<file path="src/sv/fir_filter_circular_assert.svh">
// assertion macros shared by the fir filter rtl
`ifndef FIR_FILTER_CIRCULAR_ASSERT_SVH
`define FIR_FILTER_CIRCULAR_ASSERT_SVH

// same-cycle implication, checked on every rising edge outside reset
`define FFC_ASSERT_IMP(label, clk, rst_n, ante, cons, msg) \
	label: assert property (@(posedge clk) disable iff (!rst_n) (ante) |-> (cons)) \
		else $error(msg);

// next-cycle implication, checked on every rising edge outside reset
`define FFC_ASSERT_NXT(label, clk, rst_n, ante, cons, msg) \
	label: assert property (@(posedge clk) disable iff (!rst_n) (ante) |=> (cons)) \
		else $error(msg);

`endif

</file>
<file path="src/sv/ffc_pkg.sv">
// shared types and constants of the fir filter
package ffc_pkg;

	localparam int COEFF_W        = 16;
	localparam int FRAC_BITS      = 14;
	localparam int COEFF_PER_WORD = 4;
	localparam int TAP_CNT_W      = 4;
	localparam int SLOT_W         = 3;

	localparam int APB_ADDR_W = 5;
	localparam int APB_DATA_W = 64;
	localparam int REG_IDX_W  = 2;

	localparam logic [REG_IDX_W-1:0] REG_TAP_COUNT   = 2'd0;
	localparam logic [REG_IDX_W-1:0] REG_COEFF_LOW   = 2'd1;
	localparam logic [REG_IDX_W-1:0] REG_COEFF_HIGH  = 2'd2;

	localparam logic [TAP_CNT_W-1:0]  TAP_COUNT_RESET  = 4'd1;
	localparam logic [APB_DATA_W-1:0] COEFF_LOW_RESET  = 64'd16384;
	localparam logic [APB_DATA_W-1:0] COEFF_HIGH_RESET = 64'd0;

	// per-item control seen by every tap cell
	typedef struct packed {
		logic [SLOT_W-1:0]    start;
		logic [TAP_CNT_W-1:0] taps;
	} tap_ctl_t;

endpackage

</file>
<file path="src/sv/ffc_round_sat.sv">
// round half up and saturate the accumulated sum to the sample width
module ffc_round_sat #(
	parameter int ACC_W        = 36,
	parameter int SAMPLE_WIDTH = 16
) (
	input  logic signed [ACC_W-1:0]        acc,
	output logic signed [SAMPLE_WIDTH-1:0] value,
	output logic                           sat
);
	import ffc_pkg::*;

	localparam int Y_W = ACC_W - FRAC_BITS;
	localparam logic signed [ACC_W-1:0] HALF = ACC_W'(2 ** (FRAC_BITS - 1));
	localparam logic [SAMPLE_WIDTH-1:0] S_MAX = {1'b0, {(SAMPLE_WIDTH-1){1'b1}}};
	localparam logic [SAMPLE_WIDTH-1:0] S_MIN = {1'b1, {(SAMPLE_WIDTH-1){1'b0}}};

	logic signed [ACC_W-1:0]  rnd;
	logic [Y_W-1:0]           y;
	logic [Y_W-SAMPLE_WIDTH:0] hi;

	always_comb begin
		rnd = acc + HALF;
		y   = rnd[ACC_W-1:FRAC_BITS];
		hi  = y[Y_W-1:SAMPLE_WIDTH-1];
		sat = !((&hi) || !(|hi));
		if (sat) begin
			value = y[Y_W-1] ? S_MIN : S_MAX;
		end else begin
			value = y[SAMPLE_WIDTH-1:0];
		end
	end

endmodule
</file>
<file path="config.mk">
export PLATFORM = sky130hd
export DESIGN_NAME = ffc_round_sat
export DESIGN_NICKNAME = d
export VERILOG_FILES = /design/src/sv/fir_filter_circular_assert.svh /design/src/sv/ffc_pkg.sv /design/src/sv/ffc_round_sat.sv
export SDC_FILE = /design/constraint.sdc
export NUM_CORES = 1
export LEC_CHECK = 0
export ABC_AREA = 1
export BUFFER_PORTS_ARGS = -buffer_cell sky130_fd_sc_hd__buf_2
export CORE_UTILIZATION = 45
export DETAILED_ROUTE_END_ITERATION = 12
export PLACE_DENSITY = 0.78
export SYNTH_ARGS = -nofsm -noshare
export SYNTH_HDL_FRONTEND = slang
export SYNTH_SLANG_ARGS = --single-unit
</file>
<file path="constraint.sdc">
create_clock -name vclk -period 2.4
set_clock_uncertainty 0.2 [all_clocks]
set_input_delay 0.12 -clock vclk [all_inputs]
set_output_delay 0.12 -clock vclk [all_outputs]
set_load 0.1 [all_outputs]
</file>
## After elaboration in Yosys (flattened, before gate mapping)

Index checks and enable logic that the tools add are counted.

| word-level totals | value |
|---|---|
| output and inout port bits | 17 |
| flip-flop bits (word level) | 0 |

| cells by class | value |
|---|---|
| muxes and demuxes | 2 |
| add/sub/neg operators | 1 |
| reductions and logical operators | 5 |

Operator list:

| kind | count |
|---|---|
| $add 36x15->36 const B | 1 |
| $mux 16 | 2 |
| $reduce_and 7->1 | 1 |
| $reduce_or 7->1 | 1 |
| $logic_not 1->1 | 2 |
| $logic_or 1x1->1 | 1 |

## Depth between registers and ports, before layout

| depth | value |
|---|---|
| depth after elaboration | 5 |
| gate-level depth with buffers | 15 |
| mapped depth without buffers | 14 |

## Worst setup path before layout

No wires, ideal clock.

| timing | value |
|---|---|
| path type | input port to output port |
| start | in acc[13] |
| end | out value[3] |
| arrival time | 2.230 ns |
| slack | -0.150 ns |
| stages | 11 |
| cell sequence | ha_1 nand3_1 nor2_2 nand2_2 nand2_1 nand2_2 nor2_4 nand2_4 nand2_8 nand2_1 nand2_1 |

| on the way | value |
|---|---|
| word-level cells in the longest chain between the ends | 5 |

RTL lines:

| item | line | source |
|---|---|---|
| start: declaration | ffc_round_sat.sv:6 | `input logic signed [ACC_W-1:0] acc,` |
| $add 36x15->36 * | ffc_round_sat.sv:22 | `rnd = acc + HALF;` |
| $reduce_or 7->1 | ffc_round_sat.sv:25 | `sat = !((&hi) \|\| !(\|hi));` |
| $logic_not 1->1 | ffc_round_sat.sv:25 |  |
| $logic_or 1x1->1 | ffc_round_sat.sv:25 |  |
| $mux 16 * | ffc_round_sat.sv:26 | `if (sat) begin` |
| end: declaration | ffc_round_sat.sv:7 | `output logic signed [SAMPLE_WIDTH-1:0] value,` |

Every way passes the cells marked *; elsewhere a longest branch is shown, timed or not.

## Final worst setup path

| timing | value |
|---|---|
| start | in acc[14] |
| end | out value[1] |

Same word-level chain as after synthesis.

==> results_dict.tcl <==
set metrics [dict create \
    num_vias 1294 \
    synth-seq-area-share 0 \
    cp.required_ns 2.08 \
    p_leak_nw 0.8037 \
    routed_via_density 4.865 \
    ctsHoldBuffers 0 \
    endpoint "value[1]" \
    drtIter0Drc 16 \
    end_kind "primary output" \
    tightest_slew_ns 0.4815 \
    synth.net_count 235 \
    ir_worst_vdd_mv 0.1634 \
    gp_congestion 0.9050 \
    seqCellArea_um2 0 \
    core_mm2 0.002297 \
    synth.cell_area_mm2 0.001129 \
    grt_pass1_vias 1071 \
    start_kind "input port" \
    path_class "in2out" \
    die_height_um 52.08 \
    grt_overflow 0 \
    rows 17 \
    multiInputGateArea_mm2 0.001070 \
    cp_slowest_stage_delay_ns 0.19 \
    setup_viol 0 \
    yosysWarnings 0 \
    status "complete, no violations" \
    drc_errors 0 \
    nets 277 \
    slew_viol_final 0 \
    drtPass1Iterations 4 \
    cpMaxStageDelayCell "ha_1" \
    grt_pass1_wl_um 4381 \
    area_delta_synth_final_pct 46.01 \
    syn_inst 198 \
    die_x_um 52.08 \
    hold_viol_final 0 \
    drv_cap 0 \
    routedWlPerCell_um 9.504 \
    routed_wirelength_um 2528 \
    syn_area_per_cell_um2 5.700 \
    crit_start "acc[14]" \
    hp-start "acc[19]" \
    crit_chain "buf_2, ha_1, nand2_1, nor2_2, nand2_4, nor2_8, nand3_1, nand2_1, nand2_2, nor2_4, nand2_4, nand3_4, buf_12, nand2_2, buf_12" \
    fillers 198 \
    die_area_mm2 0.002712 \
    max_freq_ghz 0.4528 \
    mostFrequentLayoutCell "nand2_1" \
    ys_types 22 \
    cts_resized 0 \
    ant_nets 0 \
    start_util 0.4913 \
    num_antenna_cells 0 \
    power_per_cell_area_mw_per_mm2 204.2 \
    dp_hpwl_um 2291 \
    finalNonFillerCells 266 \
    drive_above_1_share 0.4412 \
    seq_cells 0 \
    hp-class "in2out" \
    power_mw 0.3364 \
    layout_min_cycle_time_ns 2.208 \
    fin_crit_sh 0.9202 \
    place_inst 266 \
    rsz0062_at_grt "no" \
    n_clock_buffer 0 \
    max_slew_margin 0.6812 \
    grt_start_max_net_pins 17 \
    antenna_found_initial 0 \
    globalRouteTotalUtil 0.2017 \
    critPathArrivalTime_ns 1.89 \
    cts_setup_buffers 0 \
    critPathMaxFanout 15 \
    io_pins 53 \
    final_cell_mix "nand2_1, nand2_2, buf_2" \
    io_buffers 40 \
]
layer usage:
layer  share of wire  track usage  wire [µm]  vias to the layer above
met1            0.44       0.2543       1110                      572
met2            0.52       0.3953       1324                       29
met4               0            0          0                        0
met3           0.036     0.002924         92                        0
li1                -            -          -                      693
met5               0            0          0                        -
worst min path at each step:
stage	to	slack, ns	cells after the start
2_1_floorplan	value[10]	0.35	3
3_3_place_gp	value[9]	0.50	5
3_5_place_dp	value[9]	0.51	5
4_1_cts	value[9]	0.51	5
5_1_grt	value[9]	0.54	5
6_report	value[5]	0.51	5
where the power goes:
group / leakage (nW) / total [mW] / switching, mW / internal [mW]
combinational: 0.804 / 0.336 / 0.222 / 0.114
sequential: 0 / 0 / 0 / 0
clock: 0 / 0 / 0 / 0
total: 0.804 / 0.336 / 0.222 / 0.114
cell families after synthesis:
logic type | Yosys count | synth area share
AND/OR/NAND/NOR | 160 | 0.7772
buffers and inverters | 21 | 0.09423
XOR/XNOR | 14 | 0.1086
AO/OA/AOI/OAI | 2 | 0.008861
adder cells (fa/ha/maj) | 1 | 0.01108
metrics by stage:
stage	worst slack, ns	util	cell area (µm²)	hold WS, ns	TNS, ns
global route	0.04894	0.7173	1648	0.5399	0
floorplan	-0.01704	-	1180	0.3508	-0.04890
detailed placement	0.1932	0.7173	1648	0.5100	0
finish	0.1916	0.7173	1648	0.5085	0
global placement	0.2287	0.7173	1648	0.5036	0
CTS	0.1899	0.7173	1648	0.5104	0
worst max-delay path: cells and delay by family:
kind          cells  cell delay, ns
buf+inv           3            0.45
simple gates     11            1.11
fa+ha+maj         1            0.19
synthesized netlist by cell type:
| library cell | number | area (µm²) |
|---|---|---|
| buf_12 | 1 | 20.02 |
| buf_8 | 1 | 15.01 |
| ha_1 | 1 | 12.51 |
| inv_1 | 17 | 63.81 |
| inv_2 | 2 | 7.510 |
| nand2_1 | 65 | 244.0 |
| nand2_2 | 30 | 187.7 |
| nand2_4 | 4 | 45.04 |
| nand2_8 | 1 | 20.02 |
| nand3_1 | 16 | 80.08 |
| nand3_2 | 3 | 30.03 |
| nand3_4 | 1 | 17.52 |
| nand4_1 | 3 | 18.77 |
| nor2_1 | 20 | 75.07 |
| nor2_2 | 7 | 43.79 |
| nor2_4 | 8 | 90.09 |
| nor2_8 | 1 | 20.02 |
| nor3_1 | 1 | 5.000 |
| o21ai_0 | 1 | 5.000 |
| o21ai_1 | 1 | 5.000 |
| xnor2_1 | 5 | 43.79 |
| xor2_1 | 9 | 78.83 |
layout make-up:
cell class	instances	share of cell area
multi-input cells	177	0.6492
well taps	28	0.02126
inverters	19	0.04556
repair buffers	42	0.2840
Power figures use the tool's default switching activity.
