[config.mk]
export PLATFORM = sky130hd
export DESIGN_NAME = ffc_tap_cell
export DESIGN_NICKNAME = d
export VERILOG_FILES = /design/src/sv/fir_filter_circular_assert.svh /design/src/sv/ffc_pkg.sv /design/src/sv/ffc_tap_cell.sv
export SDC_FILE = /design/constraint.sdc
export NUM_CORES = 1
export LEC_CHECK = 0
export BUFFER_PORTS_ARGS = -buffer_cell sky130_fd_sc_hd__buf_2
export CAP_MARGIN = 40
export CORE_UTILIZATION = 35
export CTS_CLUSTER_DIAMETER = 60
export DETAILED_ROUTE_END_ITERATION = 7
export PLACE_DENSITY_LB_ADDON = 0.3
export SETUP_SLACK_MARGIN = 0.02
export SLEW_MARGIN = 25
export SYNTH_ARGS = -nofsm -noshare
export SYNTH_HDL_FRONTEND = slang
export SYNTH_SLANG_ARGS = --single-unit
export TNS_END_PERCENT = 1
[constraint.sdc]
create_clock -name clk -period 7.9 [get_ports clk]
set_input_delay 1.185 -clock clk [delete_from_list [all_inputs] [get_ports clk]]
set_output_delay 1.185 -clock clk [all_outputs]
set_load 0.05 [all_outputs]
[src/sv/fir_filter_circular_assert.svh]
// assertion macros shared by the fir filter rtl
`ifndef FIR_FILTER_CIRCULAR_ASSERT_SVH
`define FIR_FILTER_CIRCULAR_ASSERT_SVH

// same-cycle implication, checked on every rising edge outside reset
`define FFC_ASSERT_IMP(label, clk, rst_n, ante, cons, msg) \
	label: assert property (@(posedge clk) disable iff (!rst_n) (ante) |-> (cons)) \
		else $error(msg);

// next-cycle implication, checked on every rising edge outside reset
`define FFC_ASSERT_NXT(label, clk, rst_n, ante, cons, msg) \
	label: assert property (@(posedge clk) disable iff (!rst_n) (ante) |=> (cons)) \
		else $error(msg);

`endif

[src/sv/ffc_pkg.sv]
// shared types and constants of the fir filter
package ffc_pkg;

	localparam int COEFF_W        = 16;
	localparam int FRAC_BITS      = 14;
	localparam int COEFF_PER_WORD = 4;
	localparam int TAP_CNT_W      = 4;
	localparam int SLOT_W         = 3;

	localparam int APB_ADDR_W = 5;
	localparam int APB_DATA_W = 64;
	localparam int REG_IDX_W  = 2;

	localparam logic [REG_IDX_W-1:0] REG_TAP_COUNT   = 2'd0;
	localparam logic [REG_IDX_W-1:0] REG_COEFF_LOW   = 2'd1;
	localparam logic [REG_IDX_W-1:0] REG_COEFF_HIGH  = 2'd2;

	localparam logic [TAP_CNT_W-1:0]  TAP_COUNT_RESET  = 4'd1;
	localparam logic [APB_DATA_W-1:0] COEFF_LOW_RESET  = 64'd16384;
	localparam logic [APB_DATA_W-1:0] COEFF_HIGH_RESET = 64'd0;

	// per-item control seen by every tap cell
	typedef struct packed {
		logic [SLOT_W-1:0]    start;
		logic [TAP_CNT_W-1:0] taps;
	} tap_ctl_t;

endpackage

[src/sv/ffc_tap_cell.sv]
// one tap cell: delay line slot, coefficient select, multiply and partial sum
module ffc_tap_cell #(
	parameter int MAX_TAPS     = 8,
	parameter int SAMPLE_WIDTH = 16,
	parameter int ACC_W        = 36,
	parameter int CELL_IDX     = 0
) (
	input  logic                                   clk,
	input  logic                                   arst_n,
	input  logic                                   load,
	input  logic signed [SAMPLE_WIDTH-1:0]         sample_in,
	input  logic signed [ffc_pkg::COEFF_W-1:0]     coeffs [MAX_TAPS],
	input  ffc_pkg::tap_ctl_t                      ctl,
	input  logic signed [ACC_W-1:0]                psum_in,
	output logic signed [ACC_W-1:0]                psum_out
);
	import ffc_pkg::*;

	localparam int IDX_W  = $clog2(MAX_TAPS);
	localparam int PROD_W = SAMPLE_WIDTH + COEFF_W;
	localparam logic [TAP_CNT_W-1:0] MY_IDX = TAP_CNT_W'(CELL_IDX);

	logic signed [SAMPLE_WIDTH-1:0] delay_q;
	logic signed [PROD_W-1:0]       prod_d;
	logic signed [PROD_W-1:0]       prod_q;
	logic signed [ACC_W-1:0]        psum_q;
	logic [TAP_CNT_W-1:0]           start_ext;
	logic [TAP_CNT_W-1:0]           coef_idx;
	logic signed [COEFF_W-1:0]      coef;
	logic                           active;

	always_ff @(posedge clk or negedge arst_n) begin
		if (!arst_n) begin
			delay_q <= '0;
		end else if (load) begin
			delay_q <= sample_in;
		end
	end

	// coefficient index = distance of this slot from the oldest sample, modulo taps
	always_comb begin
		start_ext = TAP_CNT_W'(ctl.start);
		active    = MY_IDX < ctl.taps;
		if (MY_IDX >= start_ext) begin
			coef_idx = MY_IDX - start_ext;
		end else begin
			coef_idx = MY_IDX + ctl.taps - start_ext;
		end
		coef = coeffs[coef_idx[IDX_W-1:0]];
	end

	assign prod_d = delay_q * coef;

	always_ff @(posedge clk) begin
		prod_q <= active ? prod_d : '0;
		psum_q <= psum_in + ACC_W'(prod_q);
	end

	assign psum_out = psum_q;

endmodule

# Word level (Yosys, flattened, before mapping)
# Index checks and enable logic that the tools add are counted.
# classes
mux	4
mul	1
order_cmp	3
add_sub_neg	3
bitwise_logic	1
# ops
op	n
$bmux W16 S3	1
$add A36 B32 Y36	1
$mul A16 B16 Y32	1
$mux W16	2
$ge A4 B4 Y1 const B	1
$lt A1 B4 Y1 const A	1
$not A3 Y4	1
$ge A1 B3 Y1 const A	1
$mux W3	1
$sub A1 B3 Y3 const A	1
$sub A3 B3 Y3	1
# word_totals
input_bits	190
output_inout_bits	36
word_cells	15
ff_bits	84

# Longest topological paths before layout
# logic_depth
depth_word	7
ltp_mapped	36
ltp_nobuf	33

# Worst setup path before layout
# Ideal clock, no wire load.
# synth_timing
kind	input -> register
startpoint	in ctl[5] (netlist bit)
endpoint	reg prod_q[30]
setup_ns	0.062
path_stages	30
t_arrival_ns	9.244
setup_slack_ns	-1.406
t_required_ns	7.838
n_path_buf	3
path_cell_list	inv_1 > ha_1 > ha_1 > a21oi_1 > mux2i_1 > buf_2 > buf_4 > mux4_2 > mux2_2 > buf_2 > nand2_1 > inv_1 > fa_1 > fa_1 > inv_1 > fa_1 > fa_1 > fa_1 > fa_1 > inv_1 > ha_1 > nand3_1 > nor2_1 > and3_1 > and3_1 > o41ai_2 > a21boi_1 > o31a_1 > or4_1 > nand3_1
# synth_via
elab_chain_cells	7
word_cells_on_any_way	9
cone_classes	2 x add/sub; 1 x mul; 1 x order compare; 4 x mux; 1 x bitwise
# synth_rtl
element	line_no	text
start, declared	ffc_tap_cell.sv:13	input ffc_pkg::tap_ctl_t ctl,
$sub A3 B3 Y3, or another cell as far along	ffc_tap_cell.sv:47	coef_idx = MY_IDX + ctl.taps - start_ext;
$mux W3 (*)	ffc_tap_cell.sv:44	if (MY_IDX >= start_ext) begin
$not A3 Y4 (implied by the code) (*)	ffc_tap_cell.sv:49	coef = coeffs[coef_idx[IDX_W-1:0]];
$bmux W16 S3 (*)	ffc_tap_cell.sv:49	
$mux W16 (implied by the code) (*) (2 in series)	ffc_tap_cell.sv:49	
$mul A16 B16 Y32 (*)	ffc_tap_cell.sv:52	assign prod_d = delay_q * coef;
end signal, assigned	ffc_tap_cell.sv:55	prod_q <= active ? prod_d : '0;
end, declared	ffc_tap_cell.sv:25	logic signed [PROD_W-1:0] prod_q;
# Mark *: on every way between the ends. The rest lies on a longest branch, timed or not. The select of a mux whose other input is x is not followed.
# A chain may end at the register's enable or synchronous reset.

# Final worst setup path
# layout_timing
startpoint	in ctl[4] (netlist bit)
endpoint	reg prod_q[30]
# Same word-level chain as after synthesis.

==> key figures <==
Die
  • Die X: 208 µm
  • Height of the die: 208 µm
  • Total I/O pin count: 226
  • Core Region: 41900 µm²
  • Starting Density: 0.354
  • Die area: 43100 µm²
  • Num rows: 75

Placed design
  • DP HPWL: 33.6 mm
  • Port Buffer Count: 225
  • Final Wtd Congestion: 0.884

Setup path
  • Critical path's most frequent cell: fa_1
  • WP data arrival: 8.84 ns
  • R2r worst-path depth: 20
  • CP max stage delay: 0.54 ns
  • Kind of critical path: input pin to flip-flop
  • CP Capture Type: flip-flop
  • Worst Path Buf+Inv: 7
  • Worst reg2reg startpoint: delay_q[7]
  • Crit Path Max Fanout: 8
  • CP Depth: 28
  • CP max-delay cell: mux4_2
  • Setup crit start kind: input pin
  • Crit path max-delay family: adder cells
  • Worst EP required: 8.21 ns
  • Critical Path Source: ctl[4]

Logic synthesis
  • Async S/R FF share, synth: 0.190
  • Synth Area in Compound Gates: 0.0768
  • Netlist cell types: 56
  • Share of the yosys chip area belonging to registers: 0.119
  • Top post-synthesis cells by area: fa_1, ha_1, dfxtp_1, inv_1, and2_1
  • Cell Area, Synth: 14800 µm²
  • Prevailing post-synth register cell: dfxtp_1
  • Mux cell area share after synthesis: 0.0743
  • Share of the synthesized area in the top cell type: 0.357
  • Post-synthesis cell count: 1561
  • EDFF count, synth: 0
  • Simple-Gate Fraction of Synth Area: 0.141
  • Synthesis-stage register bit count: 84
  • Largest family of logic cells by synthesized area: adder cells
  • Synth Area in XOR/XNOR: 0.0367
  • Syn avg cell area: 9.49 µm²
  • Adder-Cell Fraction of Synth Area: 0.458
  • Synth warn: 0
  • Largest area contributor in the netlist: fa_1
  • Mapped Nets: 2135

Drt
  • Routed via count: 11900
  • DR DRC count: 0
  • Post-route ant nets: 0
  • Routed WL: 39.8 mm
  • DR pass1 iterations: 5
  • Drt via density: 4.85
  • Avg WL per Cell: 16.2 µm
  • Starting DRT DRC Count: 591

Timing
  • Crit path time final: 8.53 ns
  • Final setup fails: 14
  • Setup ws final: -0.632 ns
  • Final hold vios: 0
  • Max-slew headroom: 0.451
  • Tcrit/Tclk final: 1.08
  • Clock skew: 0.00734 ns
  • Max Fclk: 0.117 GHz
  • RSZ-0062 raised after global routing: true
  • TNS Setup: -4.61 ns
  • Tightest Pin Transition: 0.824 ns
  • Final Max Slew Viols: 0

Min path
  • Worst Hold Depth: 1
  • Hold path start: prod_q[0]
  • Worst hold-check path type: flip-flop to flip-flop

GRT
  • Number of global-route vias before repair: 13000
  • Largest net degree at the start of global routing: 28
  • GRT overflow: 0
  • Initial antenna violation count: 0
  • All-Layer GR Usage: 0.192
  • First-pass GRT wire length: 66.0 mm

Clock tree
  • CTS Buf Count: 9
  • Clk Latency, worst-skew pair: 0.37 ns
  • CTS Root Cell: clkbuf_16
  • CTS tree: built
  • TritonCTS Sinks: 84
  • Cts hold-fix bufs: 0
  • H-Tree Depth: 3
  • CTS max path bufs: 2
  • Clock transition at path regs: 0.06 ns

Cells and area
  • Nets: 2480
  • Register Area: 1760 µm²
  • Most common cell after layout, fill and taps aside: inv_1
  • Filler cell count: 4070
  • Share of cells above drive strength 1: 0.278
  • Multi-input logic area: 12000 µm²
  • Most frequent cells in the layout: inv_1, fa_1, buf_2
  • Area grow syn2layout: 23.9%
  • Fin util: 0.439

Run
  • Max cap viols: 0

Status
  • Status: finished with violations
  • Failing checks: negative setup slack
stage by stage:
| step | setup slack [ns] | hold slack, ns | cell area [µm²] | std cells |
|---|---|---|---|---|
| 2_1_floorplan | -0.921 | 0.420 | 15000 | 1561 |
| 3_3_place_gp | -1.14 | 0.423 | 17700 | 2422 |
| 3_5_place_dp | -1.26 | 0.441 | 17700 | 2423 |
| 4_1_cts | -0.598 | 0.455 | 18200 | 2447 |
| 5_1_grt | -0.937 | 0.483 | 18300 | 2450 |
| 6_report | -0.632 | 0.451 | 18400 | 2452 |
logic make-up after synthesis:
kind of cell	after synthesis
flops	84
mux	66
simple gates	422
buf+inv	365
xor+xnor	62
compound gates	178
fa+ha+maj	384
final timing paths:
kind                               endpoint  slack [ns]
worst min register to register  psum_out[0]        0.45
worst max register to register   prod_q[30]        1.36
worst max-delay path             prod_q[30]       -0.63
worst min-delay path            psum_out[0]        0.45
min in group asynchronous        delay_q[7]        0.72
max in group asynchronous        delay_q[5]        6.91
sequential cells by signal (all words and copies together), names as in the netlist:
register and cells:
delay_q 16, psum_out 36, prod_q 32
per-layer routing:
layer	vias up	GRT usage	share of wire
met4	0	0.0473	0.017
met3	53	0.0283	0.053
met1	5885	0.245	0.44
li1	5616	-	-
met5	-	0	0
met2	330	0.342	0.49
worst register-to-register path, cell delays in order, from the launching register on:
cell      delay (ns)
dfrtp_1         0.85
and2_4          0.29
fa_1            0.41
inv_2           0.07
fa_1            0.44
fa_1            0.46
fa_1            0.49
inv_1           0.06
fa_1            0.53
inv_1           0.05
fa_1            0.47
inv_1           0.04
ha_1            0.18
or2_2           0.31
a2111o_1        0.45
and3_4          0.19
o41ai_4         0.38
a21boi_2        0.10
o31a_1          0.25
or4_1           0.39
nand3_1         0.09
synthesized netlist by cell type (13+ instances only):
| master | instances |
|---|---|
| clkbuf_1 | 36 |
| nand2_1 | 156 |
| o21ai_0 | 37 |
| nand3_1 | 19 |
| a21oi_1 | 56 |
| a211oi_1 | 14 |
| fa_1 | 264 |
| dfxtp_1 | 68 |
| ha_1 | 120 |
| xor2_1 | 15 |
| a21o_1 | 21 |
| dfrtp_1 | 16 |
| buf_2 | 13 |
| nor2_1 | 56 |
| mux4_2 | 32 |
| mux2_2 | 32 |
| xnor2_1 | 47 |
| inv_1 | 315 |
| and2_1 | 123 |
area by class of cell:
class,instances,area share
Antenna cell,2,0.000273
Clock buffer,11,0.0138
Clock inverter,5,0.00184
Inverter,315,0.0651
Multi-Input combinational cell,1115,0.656
Sequential cell,84,0.0960
Tap cell,539,0.0367
Timing Repair Buffer,381,0.131
repair_timing:
action                                  CTS  global route
pin swaps                                33            15
gates resized for setup                  40            15
endpoints found under the setup margin   16            19
endpoints found under the hold margin     0             0
setup buffers                             6             2
gates cloned                              2             1
Power is left out: the tool's default activity adds up to more than one toggle a clock period on the data nets, which glitch-free logic cannot reach.
